===== src/rtl/core/modular_exponentiation_macros.svh =====
// Assertion macros shared by the modular exponentiation RTL.
// Depends on nothing; included by the files that carry assertions.
`ifndef MODULAR_EXPONENTIATION_MACROS_SVH
`define MODULAR_EXPONENTIATION_MACROS_SVH
`ifndef SYNTHESIS
// Same-cycle implication, checked out of reset.
`define MX_ASSERT_IMP(label, clk, rst_n, ante, cons) \
    label: assert property (@(posedge clk) disable iff (!rst_n) (ante) |-> (cons)) \
        else $error("assertion failed");
// Next-cycle implication, checked out of reset.
`define MX_ASSERT_NEXT(label, clk, rst_n, ante, cons) \
    label: assert property (@(posedge clk) disable iff (!rst_n) (ante) |=> (cons)) \
        else $error("assertion failed");
`else
`define MX_ASSERT_IMP(label, clk, rst_n, ante, cons)
`define MX_ASSERT_NEXT(label, clk, rst_n, ante, cons)
`endif
`endif


===== src/rtl/core/modexp_pkg.sv =====
// Shared types for the modular exponentiation block.
// No dependencies; used by modexp_mulmod and the top level.
package modexp_pkg;

    // Status of the bit-serial modular multiplier.
    typedef struct packed {
        logic busy;
        logic done;
    } t_mm_status;

endpackage


===== src/rtl/core/modexp_ifs.sv =====
// Valid/ready channel interfaces for operand and result words.
// No dependencies; used by the top level and its surroundings.
interface modexp_in_if #(
    parameter int unsigned WORD_BITS = 31
);
    logic                 valid;
    logic                 ready;
    logic [WORD_BITS-1:0] base;
    logic [WORD_BITS-1:0] exponent;

    modport source (output valid, output base, output exponent, input ready);
    modport sink   (input valid, input base, input exponent, output ready);
endinterface

interface modexp_out_if #(
    parameter int unsigned WORD_BITS = 31
);
    logic                 valid;
    logic                 ready;
    logic [WORD_BITS-1:0] power_mod;

    modport source (output valid, output power_mod, input ready);
    modport sink   (input valid, input power_mod, output ready);
endinterface


===== src/rtl/core/modexp_mulmod.sv =====
// Bit-serial modular multiplier: one bit of the multiplier operand per cycle.
// Depends on modexp_pkg and modular_exponentiation_macros.svh.
`include "modular_exponentiation_macros.svh"

module modexp_mulmod
    import modexp_pkg::*;
#(
    parameter int unsigned WORD_BITS = 31
) (
    input  logic                 i_clk,
    input  logic                 i_rst_n,
    input  logic                 i_start,
    input  logic [WORD_BITS-1:0] i_a,
    input  logic [WORD_BITS-1:0] i_b,
    input  logic [WORD_BITS-1:0] i_m,
    output logic [WORD_BITS-1:0] o_product,
    output t_mm_status           o_status
);

    localparam int unsigned CNT_BITS = $clog2(WORD_BITS + 1);

    logic [WORD_BITS-1:0] r_acc;
    logic [WORD_BITS-1:0] r_b;
    logic [CNT_BITS-1:0]  r_cnt;
    logic                 r_busy;
    logic                 r_done;

    logic [WORD_BITS:0]   dbl;
    logic [WORD_BITS:0]   dbl_red;
    logic [WORD_BITS:0]   addend;
    logic [WORD_BITS:0]   sum;
    logic [WORD_BITS:0]   n_acc;

    // Horner step: acc = (2*acc + b_bit*a) mod m, both adds kept below 2m.
    always_comb begin
        dbl     = {r_acc, 1'b0};
        dbl_red = (dbl >= {1'b0, i_m}) ? dbl - {1'b0, i_m} : dbl;
        addend  = r_b[WORD_BITS-1] ? {1'b0, i_a} : '0;
        sum     = dbl_red + addend;
        n_acc   = (sum >= {1'b0, i_m}) ? sum - {1'b0, i_m} : sum;
    end

    always_ff @(posedge i_clk) begin
        if (!i_rst_n) begin
            r_busy <= 1'b0;
            r_done <= 1'b0;
        end else begin
            // Done pulses once, right after the step that uses the last multiplier bit.
            r_done <= r_busy && !i_start && (r_cnt == CNT_BITS'(1));
            if (i_start) begin
                r_acc  <= '0;
                r_b    <= i_b;
                r_cnt  <= CNT_BITS'(WORD_BITS);
                r_busy <= 1'b1;
            end else if (r_busy) begin
                r_acc <= n_acc[WORD_BITS-1:0];
                r_b   <= {r_b[WORD_BITS-2:0], 1'b0};
                r_cnt <= r_cnt - CNT_BITS'(1);
                if (r_cnt == CNT_BITS'(1)) begin
                    r_busy <= 1'b0;
                end
            end
        end
    end

    assign o_product     = r_acc;
    assign o_status.busy = r_busy;
    assign o_status.done = r_done;

    `MX_ASSERT_NEXT(a_start_busy, i_clk, i_rst_n, i_start, r_busy)
    `MX_ASSERT_NEXT(a_done_pulse, i_clk, i_rst_n, r_done, !r_done)
    `MX_ASSERT_IMP(a_acc_reduced, i_clk, i_rst_n, (r_busy || r_done) && (i_m != '0), r_acc < i_m)

endmodule


===== src/rtl/core/modular_exponentiation.sv =====
// Top level: modular exponentiation by square and multiply.
// Depends on modexp_pkg, modexp_ifs, modexp_mulmod and the assertion macros.
//
//   Channel   Dir   Handshake      Contents
//   i_in      in    valid/ready    base, exponent (WORD_BITS each)
//   o_out     out   valid/ready    power_mod (WORD_BITS)
//   cfg       in    write enable   modulus (WORD_BITS), no read-back
//
// One word is worked on at a time. The base is first reduced by one pass of the
// shared bit-serial multiplier, then each exponent bit costs a multiply (set bits
// only) and a square, the top set bit skipping its square; scanning stops once the
// remaining exponent is zero. Reset is synchronous and active low and restores
// the modulus to all ones. A finished result waits in the output register, so a
// new word is taken while the previous result is still stalled downstream.
`include "modular_exponentiation_macros.svh"

module modular_exponentiation
    import modexp_pkg::*;
#(
    parameter int unsigned WORD_BITS = 31
) (
    input  logic                 i_clk,
    input  logic                 i_rst_n,
    modexp_in_if.sink            i_in,
    modexp_out_if.source         o_out,
    input  logic                 i_cfg_wr_en,
    input  logic [WORD_BITS-1:0] i_cfg_wr_data
);

    localparam logic [WORD_BITS-1:0] WORD_ONE = WORD_BITS'(1);

    typedef enum logic [2:0] {
        S_IDLE,
        S_REDUCE,
        S_NEXT,
        S_MUL,
        S_SQR,
        S_DONE
    } t_state;

    t_state               r_state;
    logic [WORD_BITS-1:0] r_modulus;
    logic [WORD_BITS-1:0] r_result;
    logic [WORD_BITS-1:0] r_power;
    logic [WORD_BITS-1:0] r_exp;
    logic [WORD_BITS-1:0] r_mm_a;
    logic [WORD_BITS-1:0] r_mm_b;
    logic                 r_mm_start;
    logic [WORD_BITS-1:0] r_out_data;
    logic                 r_out_valid;

    logic [WORD_BITS-1:0] mm_product;
    t_mm_status           mm_status;
    logic                 exp_rest_zero;
    logic                 n_mm_start;
    logic                 out_load;

    // One shared multiplier serves the base reduction, the multiplies and the
    // squares. Its operands are held in registers for the whole pass.
    modexp_mulmod #(
        .WORD_BITS (WORD_BITS)
    ) u_mulmod (
        .i_clk     (i_clk),
        .i_rst_n   (i_rst_n),
        .i_start   (r_mm_start),
        .i_a       (r_mm_a),
        .i_b       (r_mm_b),
        .i_m       (r_modulus),
        .o_product (mm_product),
        .o_status  (mm_status)
    );

    // True when no set exponent bit lies above the current one.
    assign exp_rest_zero = (r_exp[WORD_BITS-1:1] == '0);

    // A pass starts for the base reduction of an accepted word, for every step
    // on a nonzero exponent, and for the square that follows a multiply.
    assign n_mm_start = ((r_state == S_IDLE) && i_in.valid && (r_modulus != '0))
                     || ((r_state == S_NEXT) && (r_exp != '0))
                     || ((r_state == S_MUL) && mm_status.done && !exp_rest_zero);

    // The result moves to the output register once that register is free.
    assign out_load = (r_state == S_DONE) && (!r_out_valid || o_out.ready);

    always_ff @(posedge i_clk) begin
        if (!i_rst_n) begin
            r_state     <= S_IDLE;
            r_modulus   <= '1;
            r_mm_start  <= 1'b0;
            r_out_valid <= 1'b0;
        end else begin
            r_mm_start <= n_mm_start;
            if (i_cfg_wr_en) begin
                r_modulus <= i_cfg_wr_data;
            end
            if (out_load) begin
                r_out_valid <= 1'b1;
            end else if (r_out_valid && o_out.ready) begin
                r_out_valid <= 1'b0;
            end

            unique case (r_state)
                S_IDLE: begin
                    if (i_in.valid) begin
                        r_exp <= i_in.exponent;
                        if (r_modulus == '0) begin
                            // No valid reduction exists; the result is zero.
                            r_result <= '0;
                            r_state  <= S_DONE;
                        end else begin
                            // Start value is 1 mod m; reduce the base as 1 * base.
                            r_result   <= (r_modulus == WORD_ONE) ? '0 : WORD_ONE;
                            r_mm_a     <= WORD_ONE;
                            r_mm_b     <= i_in.base;
                            r_state    <= S_REDUCE;
                        end
                    end
                end
                S_REDUCE: begin
                    if (mm_status.done) begin
                        r_power <= mm_product;
                        r_state <= S_NEXT;
                    end
                end
                S_NEXT: begin
                    if (r_exp == '0) begin
                        r_state <= S_DONE;
                    end else if (r_exp[0]) begin
                        r_mm_a     <= r_result;
                        r_mm_b     <= r_power;
                        r_state    <= S_MUL;
                    end else begin
                        r_mm_a     <= r_power;
                        r_mm_b     <= r_power;
                        r_state    <= S_SQR;
                    end
                end
                S_MUL: begin
                    if (mm_status.done) begin
                        r_result <= mm_product;
                        if (exp_rest_zero) begin
                            r_state <= S_DONE;
                        end else begin
                            r_mm_a     <= r_power;
                            r_mm_b     <= r_power;
                            r_state    <= S_SQR;
                        end
                    end
                end
                S_SQR: begin
                    if (mm_status.done) begin
                        r_power <= mm_product;
                        r_exp   <= r_exp >> 1;
                        r_state <= S_NEXT;
                    end
                end
                S_DONE: begin
                    if (out_load) begin
                        r_out_data  <= r_result;
                        r_state     <= S_IDLE;
                    end
                end
                default: begin
                    r_state <= S_IDLE;
                end
            endcase
        end
    end

    assign i_in.ready      = (r_state == S_IDLE);
    assign o_out.valid     = r_out_valid;
    assign o_out.power_mod = r_out_data;

    `MX_ASSERT_IMP(a_start_when_free, i_clk, i_rst_n, r_mm_start, !mm_status.busy)
    `MX_ASSERT_IMP(a_out_reduced, i_clk, i_rst_n, r_out_valid && (r_modulus != '0), r_out_data < r_modulus)
    `MX_ASSERT_NEXT(a_accept_leaves_idle, i_clk, i_rst_n, i_in.valid && i_in.ready, r_state != S_IDLE)

endmodule


===== src/flat_wrapper.sv =====
// flat-port wrapper written by rule: the top's interface ports become plain ports
module modular_exponentiation_flat import modexp_pkg::*;
#(
    parameter int unsigned WORD_BITS = 31
)
  (i_clk, i_rst_n, i_cfg_wr_en, i_cfg_wr_data, i_in_valid, i_in_base, i_in_exponent, i_in_ready, o_out_valid, o_out_power_mod, o_out_ready);
  modexp_in_if #(.WORD_BITS(WORD_BITS)) i_in_i ();
  modexp_out_if #(.WORD_BITS(WORD_BITS)) o_out_i ();
  input  logic i_clk;
  input  logic i_rst_n;
  input  logic i_cfg_wr_en;
  input  logic [WORD_BITS-1:0] i_cfg_wr_data;
  input wire logic [$bits(i_in_i.valid)-1:0] i_in_valid;
  input wire logic [$bits(i_in_i.base)-1:0] i_in_base;
  input wire logic [$bits(i_in_i.exponent)-1:0] i_in_exponent;
  output wire logic [$bits(i_in_i.ready)-1:0] i_in_ready;
  output wire logic [$bits(o_out_i.valid)-1:0] o_out_valid;
  output wire logic [$bits(o_out_i.power_mod)-1:0] o_out_power_mod;
  input wire logic [$bits(o_out_i.ready)-1:0] o_out_ready;
  assign i_in_i.valid = i_in_valid;
  assign i_in_i.base = i_in_base;
  assign i_in_i.exponent = i_in_exponent;
  assign i_in_ready = i_in_i.ready;
  assign o_out_valid = o_out_i.valid;
  assign o_out_power_mod = o_out_i.power_mod;
  assign o_out_i.ready = o_out_ready;
  modular_exponentiation #(.WORD_BITS(WORD_BITS)) u_core (.i_clk(i_clk), .i_rst_n(i_rst_n), .i_in(i_in_i), .o_out(o_out_i), .i_cfg_wr_en(i_cfg_wr_en), .i_cfg_wr_data(i_cfg_wr_data));
endmodule

===== config.mk =====
export PLATFORM = sky130hd
export DESIGN_NAME = modular_exponentiation_flat
export DESIGN_NICKNAME = d
export VERILOG_FILES = /design/src/rtl/core/modexp_pkg.sv /design/src/rtl/core/modexp_ifs.sv /design/src/rtl/core/modexp_mulmod.sv /design/src/rtl/core/modular_exponentiation.sv /design/src/flat_wrapper.sv
export VERILOG_INCLUDE_DIRS = /design/src /design/src/rtl/core
export SDC_FILE = /design/constraint.sdc
export NUM_CORES = 1
export LEC_CHECK = 0
export BUFFER_PORTS_ARGS = -buffer_cell sky130_fd_sc_hd__buf_2
export CORE_AREA = 2 2 140 279
export CTS_CLUSTER_SIZE = 20
export DETAILED_ROUTE_END_ITERATION = 10
export DIE_AREA = 0 0 142 281
export GPL_TIMING_DRIVEN = 0
export PLACE_DENSITY_LB_ADDON = 0.08
export REMOVE_ABC_BUFFERS = 1
export SLEW_MARGIN = 20
export SYNTH_ARGS = -nofsm -noshare
export SYNTH_HDL_FRONTEND = slang
export SYNTH_HIERARCHICAL = 1
export SYNTH_SLANG_ARGS = --single-unit

===== constraint.sdc =====
create_clock -name i_clk -period 8.8 [get_ports i_clk]
set_input_delay 0 -clock i_clk [delete_from_list [all_inputs] [get_ports i_clk]]
set_output_delay 0 -clock i_clk [all_outputs]
set_load 0.01 [all_outputs]

==> metrics.md, run 1 <==
| Metric | Value |
|---|---|
| Synthesized cell area | `about 0.017 sq mm` |
| GRT met1 Usage | `roughly 24%` |
| Final core utilization | `between 50% and 60%` |
| Met2 Use GR | `between 40 and 50%` |
| Final Wtd Congestion | `0.881` |
| Final WL | `around 46000 microns` |
| Hold depth | `2` |
| Leakage | `8.70 nW` |
| Drt initial violations | `580` |
| Drc violations | `0` |
| Initial antenna violation count | `0` |
| Non-filler cells, final | `2242` |
| Clk_skew | `0.0329 ns` |
| I/O Pins | `between 100 and 150` |
| Clock Root Buffer | `clkbuf_16` |
| Place WS | `-1.10 ns` |
| DP Area | `between 0.015 and 0.02 sq mm` |
| Final setup viols | `0` |
| Worst Hold End | `u_core/r_modulus[26]` |
| Hpwl dp | `~35000 microns` |
| Die X | `~140 microns` |
| Crit path max fanout | `27` |
| PwrDens | `roughly 330 mW/mm^2` |
| Routing usage on met3 | `under 10%` |
| Reg2reg start | `u_core/r_modulus[0]` |
| Die area | `about 0.040 sq mm` |
| Slew HR | `around 24%` |
| Starting density of the core | `roughly 44%` |
| H-tree depth | `1` |
| Multi-input logic area | `0.00798 sq mm` |
| TritonCTS clock tree | `done` |
| FF+latch area | `~0.0084 sq mm` |
| Most common cell after layout, fill and taps aside | `edfxtp_1` |
| Global route overflow | `0` |
| Clk slew on worst S/H paths | `0.07 ns` |
| Hold Crit Class | `input port to register` |
| FMAX | `between 100 and 150 MHz` |
| Layer with the highest usage | `met2` |
| HP Start | `i_rst_n` |
| Overall routing resource usage | `a little under a quarter` |
| Final #Nets | `1953` |
| Placed Instances | `approximately 2100` |
| Clock Path Buffers | `3` |
| Status | `complete, no violations` |
| Critical path's slowest cell | `fa_1` |
| Final Total Pwr | `between 6 and 7 mW` |
| Layout cell share with drive strength beyond 1 | `approximately 18%` |
| Final critical-path share of the clock period | `96.6%` |
| Required @ worst endpoint | `a little over 9 ns` |
| CP arrival | `~8.8 ns` |
| Via count | `12386` |
| Final hold viol count | `0` |
| Peak supply drop | `roughly 0.19 mV` |
| Reg2reg end | `u_core/u_mulmod/o_product[10]` |
| Setup TNS | `0 ns` |
| CTS Buf Count | `28` |
| Max-cap violation count | `0` |
| Tmin final | `between 8 and 9 ns` |
| Yosys warnings | `6` |
| Worst setup EP type | `register` |
| PortBufs | `130` |
| Max incr delay on CP | `0.47 ns` |
| Cell Rows | `101` |
| TritonRoute pass-1 iters | `4` |
| Worst skew pair latency | `approximately 0.58 ns` |
| Filler cell count in the final layout | `roughly 3300` |
| Worst reg2reg setup slack | `between 0.2 and 0.3 ns` |
| Ant. Diodes | `0` |
| Core Region | `about 0.038 sq mm` |
| Largest net degree at the start of global routing | `43` |
| Final Instance Area | `roughly 0.02 sq mm` |
| # clock sinks | `291` |
| Post-synthesis cell count | `between 1500 and 2000` |
| Commonest non-fill, non-tap cells in the layout | `edfxtp_1, nand2_1, buf_2` |
| Wire per inst | `around 20 microns` |
| Hold Slack | `0.0215 ns` |
| Worst setup SP type | `register` |
| CP Class | `register to register` |
| Least-Margin Pin Slew | `1.14 ns` |
| Setup WS post-layout | `~0.3 ns` |
| Vias in the first global route | `approximately 13000` |
| First-pass GRT wire length | `around 70000 microns` |
| Die H | `281 microns` |
| Syn Area/Cell | `about 11 sq um` |
| Final max-slew violation count | `0` |
| Crit-path most repeated cell | `a21oi_1` |
| Remaining antenna violation count | `0` |
| DR vias/cell | `about 5.5` |
| Cells on worst reg2reg path | `35` |
| Syn-to-layout area delta | `21.0%` |
[how the worst max path moves through the flow]
stage                              startpoint                       endpoint  slack (ns)
after floorplan           u_core/r_modulus[0]  u_core/u_mulmod/o_product[10]       -0.50
after global placement    u_core/r_modulus[0]  u_core/u_mulmod/o_product[10]       -4.11
after detailed placement  u_core/r_modulus[0]  u_core/u_mulmod/o_product[29]       -1.10
after CTS                 u_core/r_modulus[0]  u_core/u_mulmod/o_product[10]       0.004
after global routing      u_core/r_modulus[1]   u_core/u_mulmod/o_product[4]       -0.02
final                     u_core/r_modulus[0]  u_core/u_mulmod/o_product[10]        0.30
[final cells by class]
class	count	area share (%)
Sequential cell	291	41.2
Clock buffer	38	4.10
Tap cell	463	2.85
Clock inverter	14	0.770
Timing Repair Buffer	268	10.6
Multi-Input combinational cell	1103	39.3
Inverter	65	1.20
[state kept, by name (all words and copies together) (netlist names)]
signal                     count
u_core/r_result               31
u_core/u_mulmod/r_done         1
u_core/r_mm_start              1
u_core/u_mulmod/r_cnt          5
u_core/r_modulus              31
u_core/r_exp                  31
u_core/u_mulmod/r_busy         1
u_core/r_power                31
u_core/r_mm_a                 31
u_core/u_mulmod/r_b           31
u_core/o_out.power_mod        31
u_core/o_out.valid             1
u_core/r_mm_b                 31
u_core/u_mulmod/o_product     31
u_core/r_state                 3
[where the power goes]
| group | internal (mW) | switching [mW] | total, mW |
|---|---|---|---|
| clock network | 0.753 | 0.548 | 1.30 |
| logic | 1.53 | 2.04 | 3.57 |
| registers | 1.78 | 0.143 | 1.92 |
[what timing repair did]
action | 4_1_cts | 5_1_grt
buffers inserted | 5 | 4
hold endpoints to repair | 97 | 0
resized for setup | 3 | 11
pin swaps | 3 | 8
gates cloned | 1 | 0
endpoints found under the setup margin | 31 | 31
hold buffers | 95 | 0
[routing by layer]
metal,share of wire (%),vias to the layer above
met2,54,296
li1,-,6061
met4,5.4,0
met1,37,5924
met5,0,-
met3,3.6,105
[worst max-delay path, delay by kind of cell, from the launching register on]
| family | cells | cell delay (ns) |
|---|---|---|
| compound gates | 17 | 3.81 |
| simple gates | 8 | 1.52 |
| fa+ha+maj | 3 | 1.23 |
| buf+inv | 4 | 0.50 |
| mux | 2 | 0.49 |
| flops | 1 | 0.40 |
| xor+xnor | 1 | 0.24 |
Power figures use the tool's default switching activity.
==> run 2, diff against run 1 <==
--- a/config.mk
+++ b/config.mk
@@ -7,15 +7,14 @@
 export NUM_CORES = 1
 export LEC_CHECK = 0
 export BUFFER_PORTS_ARGS = -buffer_cell sky130_fd_sc_hd__buf_2
-export CORE_AREA = 2 2 140 279
+export CORE_AREA = 2 2 139 277
 export CTS_CLUSTER_SIZE = 20
 export DETAILED_ROUTE_END_ITERATION = 10
-export DIE_AREA = 0 0 142 281
+export DIE_AREA = 0 0 141 279
 export GPL_TIMING_DRIVEN = 0
 export PLACE_DENSITY_LB_ADDON = 0.08
 export REMOVE_ABC_BUFFERS = 1
 export SLEW_MARGIN = 20
 export SYNTH_ARGS = -nofsm -noshare
 export SYNTH_HDL_FRONTEND = slang
-export SYNTH_HIERARCHICAL = 1
 export SYNTH_SLANG_ARGS = --single-unit
==> run 2 against run 1 <==
  * Combinational power up 56%
  * Via count rose by 0.94%
  * Global-route usage is 1.1 points lower
  * Area after synthesis fell by 1.2%
  * Cell area decreased by 1.8%
==> metrics.md, run 2 <==
| Metric | Value |
|---|---|
| Status | `complete, no violations` |
| Worst Hold End | `u_core.r_modulus[29]` |
| Layout cell share with drive strength beyond 1 | `between 10% and 20%` |
| First-pass GRT wire length | `between 60000 and 70000 microns` |
| FMAX | `118 MHz` |
| PortBufs | `130` |
| Syn Area/Cell | `approximately 11 sq um` |
| Synthesized flop and latch total | `between 200 and 300` |
| Core Region | `approximately 0.037 sq mm` |
| Ant. Diodes | `0` |
| Final max-slew violation count | `0` |
| Switching share of power | `45.2%` |
| Post-synthesis cell count | `around 1600` |
| Clock power share | `about an eighth` |
| Commonest non-fill, non-tap cells in the layout | `edfxtp_1, nand2_1, buf_2` |
| Yosys warnings | `0` |
| Tmin final | `~8.4 ns` |
| TritonCTS clock tree | `done` |
| Remaining antenna violation count | `0` |
| Hpwl dp | `between 30000 and 40000 microns` |
| Global route overflow | `0` |
| Final WL | `between 40000 and 50000 microns` |
| Hold depth | `2` |
| Die H | `~280 microns` |
| Drc violations | `0` |
| Simple-gate share of the synthesized area | `a little over an eighth` |
| Worst skew pair latency | `around 0.56 ns` |
| CP Class | `register to register` |
| Reg2reg end | `u_core.u_mulmod.o_product[27]` |
| Max-cap violation count | `0` |
| DR vias/cell | `roughly 5.5` |
| Synth Area in Adders | `7.53%` |
| Sequential share of the synthesized area | `between 50% and 60%` |
| Final hold viol count | `0` |
| Critical path's slowest cell | `edfxtp_1` |
| Least-Margin Pin Slew | `roughly 1.1 ns` |
| HP Start | `i_rst_n` |
| CP Buf/Inv Count | `1` |
| Synth top area cells | `edfxtp_1, ha_1, dfxtp_1, nand2_1, mux2_2` |
| Final Instance Area | `0.0199 sq mm` |
| Die area | `0.0393 sq mm` |
| Clk_skew | `between 0.01 and 0.015 ns` |
| Synthesized cell area | `approximately 0.017 sq mm` |
| Clock Path Buffers | `3` |
| Sequential power share | `~24%` |
| Final setup viols | `0` |
| Wire per inst | `about 19 microns` |
| Ys async rst share | `0%` |
| TritonRoute pass-1 iters | `6` |
| Synth Area in XOR/XNOR | `a little under 5%` |
| Final critical-path share of the clock period | `96.0%` |
| Largest family of logic cells by synthesized area | `compound AO/OA/AOI/OAI gates` |
| CP arrival | `8.76 ns` |
| Combinational power share | `between 60% and 70%` |
| Vias in the first global route | `~13000` |
| Cell Rows | `100` |
| Hold Crit Class | `input port to register` |
| DP Area | `around 0.018 sq mm` |
| Via count | `roughly 13000` |
| Overall routing resource usage | `between 20 and 25%` |
| Worst reg2reg setup slack | `0.35 ns` |
| Peak supply drop | `0.269 mV` |
| Clock Root Buffer | `clkbuf_16` |
| PwrDens | `approximately 450 mW/mm^2` |
| Drt initial violations | `about 650` |
| Worst setup SP type | `register` |
| Starting density of the core | `about 45%` |
| # clock sinks | `291` |
| Filler cell count in the final layout | `about 3300` |
| I/O Pins | `between 100 and 150` |
| NetSw | `between 4 and 5 mW` |
| Number of enable flip-flop cells after synthesis | `~250` |
| Compound-Gate Fraction of Synth Area | `around 16%` |
| Slew HR | `roughly 29%` |
| Cells on worst reg2reg path | `28` |
| Most frequent cell after synthesis | `edfxtp_1` |
| Required @ worst endpoint | `between 9 and 10 ns` |
| CTS Buf Count | `28` |
| Largest net degree at the start of global routing | `63` |
| Worst setup EP type | `register` |
| Die X | `between 100 and 150 microns` |
| CP top delay family | `compound AO/OA/AOI/OAI gates` |
| Initial antenna violation count | `0` |
| Internal power | `around 5 mW` |
| RSZ-0062 raised after global routing | `false` |
| Crit path max fanout | `44` |
| Mux cell area share after synthesis | `4.41%` |
| Prevailing post-synth register cell | `edfxtp_1` |
| Yosys top cell by area | `edfxtp_1` |
| Final Total Pwr | `8.93 mW` |
| Syn-to-layout area delta | `20.2%` |
| Distinct cell type count after synthesis | `70` |
| Final #Nets | `between 1500 and 2000` |
| H-tree depth | `1` |
| Reg2reg start | `u_core.u_mulmod.o_product[0]` |
| Final Wtd Congestion | `approximately 0.89` |
| Leakage | `roughly 8 nW` |
| Post-synth top area share | `~46%` |
| Synth top cells by count | `edfxtp_1, nand2_1, a21oi_1` |
| Max incr delay on CP | `approximately 0.50 ns` |
| Clk slew on worst S/H paths | `approximately 0.07 ns` |
| Most common cell after layout, fill and taps aside | `edfxtp_1` |
[run 2: cells by family (layout without fill, tap and decap cells)]
group	after synthesis	count (layout)
AOI/OAI and AO/OA	413	413
xor gates and xnor gates	91	91
adders and majority gates	98	98
buffers and inverters	136	378
DFF	291	291
muxes	64	64
and+or+nand+nor	459	459
[run 2: metrics by stage]
stage | util (%) | setup WS, ns | cells | TNS [ns] | hold slack (ns)
2_1_floorplan | - | 0.0637 | 1481 | 0 | 0.0986
3_3_place_gp | 47.1 | -3.92 | 2070 | -322.51 | 0.219
3_5_place_dp | 48.5 | -0.737 | 2101 | -8.17 | 0.220
4_1_cts | 53.5 | 0.0457 | 2248 | 0 | 0.0278
5_1_grt | 53.6 | 0.0936 | 2253 | 0 | 0.0678
6_report | 53.6 | 0.354 | 2253 | 0 | 0.0278
[run 2: what timing repair did]
item                                    in CTS  in global routing
gates resized for setup                      3                  3
endpoints found under the setup margin      31                  8
pin swaps                                    0                  1
hold buffers                                95                  0
hold endpoints to repair                    95                  0
setup buffers                                0                  5
[run 2: cell type report]
class	instances	area [sq um]	area share (%)
clock buffer	33	741	3.72
clock inverter	19	145	0.728
inverter	65	244	1.22
multi-input combinational	1125	7820	39.2
sequential	291	8360	42.0
tap	459	574	2.88
timing repair buffer	261	2040	10.2
[run 2: power groups by stage]
stage               Combinational, mW  Sequential, mW  Clock (mW)
finish                           5.58            2.16        1.19
global route                     6.18            2.19        1.26
CTS                              5.50            2.16        1.22
detailed placement               5.41            2.18           0
global placement                 5.16            2.25           0
floorplan                        4.01            2.14           0
[run 2: routing by layer]
layer | share of wire, % | GRT usage (%) | up-vias
met5 | 0 | 0 | -
met4 | 4.0 | 9.13 | 0
met3 | 3.1 | 1.92 | 75
met2 | 53 | 42.1 | 275
met1 | 40 | 25.2 | 5935
li1 | - | - | 6217
[run 2: worst max-delay path by stage]
| stage | start | endpoint | cells after the start | slack (ns) |
|---|---|---|---|---|
| floorplan | u_core.u_mulmod.o_product[6] | u_core.u_mulmod.o_product[21] | 28 | 0.06 |
| global placement | u_core.r_state[0] | u_core.r_mm_a[29] | 5 | -3.92 |
| detailed placement | u_core.u_mulmod.o_product[6] | u_core.u_mulmod.o_product[21] | 28 | -0.74 |
| CTS | u_core.u_mulmod.o_product[0] | u_core.u_mulmod.o_product[26] | 28 | 0.05 |
| global route | u_core.u_mulmod.o_product[6] | u_core.u_mulmod.o_product[27] | 28 | 0.09 |
| finish | u_core.u_mulmod.o_product[0] | u_core.u_mulmod.o_product[27] | 28 | 0.35 |
==> run 3, diff against run 2 <==
--- a/config.mk
+++ b/config.mk
@@ -8,6 +8,7 @@
 export LEC_CHECK = 0
 export BUFFER_PORTS_ARGS = -buffer_cell sky130_fd_sc_hd__buf_2
 export CORE_AREA = 2 2 139 277
+export CTS_BUF_LIST = sky130_fd_sc_hd__clkbuf_8
 export CTS_CLUSTER_SIZE = 20
 export DETAILED_ROUTE_END_ITERATION = 10
 export DIE_AREA = 0 0 141 279
==> constraint.sdc (replaced) <==
create_clock -name i_clk -period 8.8 [get_ports i_clk]
set_input_delay 0.88 -clock i_clk [delete_from_list [all_inputs] [get_ports i_clk]]
set_output_delay 0.88 -clock i_clk [all_outputs]
set_load 0.01 [all_outputs]
==> run 3 against run 2 <==
  * Die area unchanged
  * Sequential share of layout area grew 2.3 points
  * Register-to-register slack better by 0.11 ns
  * Utilization fell by 2.8 points
  * Final cell count down 3.2%
  * Critical endpoint is now u_core.u_mulmod.o_product[26]
  * Global-route usage is 0.26 points lower
  * Non-clock buffer count is 95 lower
  * Worst setup slack gained 0.11 ns
  * Largest cell class unchanged
  * Via count down 1.8%
  * Critical path depth did not move
  * Worst hold slack gained 0.42 ns
==> metrics.md, run 3 (synthesized netlist as in run 2, its figures left out) <==
| Metric | Value |
|---|---|
| Status | `complete, no violations` |
| FF+latch area | `0.00836 sq mm` |
| Largest net degree at the start of global routing | `63` |
| Clock Root Buffer | `clkbuf_8` |
| CP Class | `register to register` |
| Die area | `approximately 0.039 sq mm` |
| Worst reg2reg setup slack | `between 0.4 and 0.5 ns` |
| Syn-to-layout area delta | `14.0%` |
| FMAX | `120 MHz` |
| Final #Nets | `between 1500 and 2000` |
| Wire per inst | `between 15 and 20 microns` |
| Die H | `~280 microns` |
| Initial antenna violation count | `1` |
| Final WL | `around 43000 microns` |
| Required @ worst endpoint | `around 9.1 ns` |
| # clock sinks | `~290` |
| First-pass GRT wire length | `67700 microns` |
| Final Wtd Congestion | `~0.9` |
| Remaining antenna violation count | `0` |
| Tmin final | `roughly 8.3 ns` |
| Clock Path Buffers | `3` |
| Layout cell share with drive strength beyond 1 | `18.8%` |
| Crit path max fanout | `between 40 and 50` |
| Critical path's slowest cell | `or4_1` |
| Filler cell count in the final layout | `between 3000 and 4000` |
| Final hold viol count | `0` |
| TritonCTS clock tree | `done` |
| Cell Rows | `100` |
| Slew HR | `~27%` |
| Drc violations | `0` |
| Drt initial violations | `~600` |
| CP arrival | `8.67 ns` |
| Worst skew pair latency | `approximately 0.6 ns` |
| Clk_skew | `about 0.040 ns` |
| Hold_buf cts | `0` |
| Global route overflow | `0` |
| Final setup viols | `0` |
| Most common cell after layout, fill and taps aside | `edfxtp_1` |
| Hold Crit Class | `register to register` |
| Clk slew on worst S/H paths | `approximately 0.080 ns` |
| Worst setup SP type | `register` |
| Worst setup EP type | `register` |
| DR vias/cell | `about 5.6` |
| RSZ-0062 raised after global routing | `false` |
| PortBufs | `130` |
| Via count | `12281` |
| Final max-slew violation count | `0` |
| Core Region | `0.0372 sq mm` |
| Commonest non-fill, non-tap cells in the layout | `edfxtp_1, nand2_1, buf_2` |
| Final critical-path share of the clock period | `94.8%` |
| Hpwl dp | `33200 microns` |
| Least-Margin Pin Slew | `~1.1 ns` |
| TritonRoute pass-1 iters | `6` |
| I/O Pins | `~130` |
| H-tree depth | `2` |
| Max incr delay on CP | `0.52 ns` |
| Max-cap violation count | `0` |
| Overall routing resource usage | `a little over a fifth` |
| Vias in the first global route | `12614` |
| CTS Buf Count | `44` |
| Multi-input logic area | `between 0.007 and 0.008 sq mm` |
| Die X | `between 100 and 150 microns` |
| Final core utilization | `about half` |
| Hold Slack | `approximately 0.45 ns` |
| Starting density of the core | `about 45%` |
==> run 3: critical path, delay by kind of cell, from the launching register on <==
kind / cells / cell delay [ns]
buf+inv: 1 / 0.22
compound gates: 13 / 3.42
flops: 1 / 0.48
xor+xnor: 1 / 0.19
simple gates: 9 / 2.21
fa+ha+maj: 3 / 1.10
mux: 1 / 0.38
==> run 3: metrics by stage <==
stage | std cells | worst slack, ns | setup TNS (ns) | instance area (sq um)
after CTS | 2176 | 0.0290 | 0 | 18800
final | 2182 | 0.460 | 0 | 18900
after global routing | 2182 | 0.0715 | 0 | 18900
after global placement | 2070 | -3.92 | -322.51 | 17500
after detailed placement | 2101 | -0.737 | -8.17 | 18000
after floorplan | 1481 | 0.0637 | 0 | 16300
==> run 3: worst paths after layout <==
| kind | cells after the start | to | from |
|---|---|---|---|
| min reg2reg | 0 | u_core.o_out.power_mod[7] | u_core.r_result[7] |
| max | 28 | u_core.u_mulmod.o_product[26] | u_core.u_mulmod.o_product[6] |
| min | 0 | u_core.o_out.power_mod[7] | u_core.r_result[7] |
| max reg2reg | 28 | u_core.u_mulmod.o_product[26] | u_core.u_mulmod.o_product[6] |
==> run 3: final cells by class <==
class / count / area share (%)
sequential: 291 / 44.2
timing repair buffer: 166 / 5.77
tap: 459 / 3.04
clock buffer: 47 / 3.42
multi-input combinational: 1125 / 41.4
inverter: 65 / 1.29
clock inverter: 28 / 0.847
antenna: 1 / 0.0132
==> run 3: routing by layer <==
metal / routed length, microns / vias to the layer above / GRT usage (%) / share of wire, %
met5: 0 / - / 0 / 0
met4: 1990 / 0 / 10.6 / 4.6
met3: 1590 / 96 / 2.92 / 3.7
met2: 22400 / 286 / 40.4 / 52
met1: 17000 / 5841 / 24.6 / 40
li1: - / 6058 / - / -
==> run 3: what timing repair did <==
action,CTS,global route
endpoints found under the setup margin,31,11
cloned,0,0
setup buffers,0,5
gates resized for setup,3,3
pin swaps,0,1
Power of run 3 is left out: the tool's default activity adds up to more than one toggle a clock period on the data nets, which glitch-free logic cannot reach.
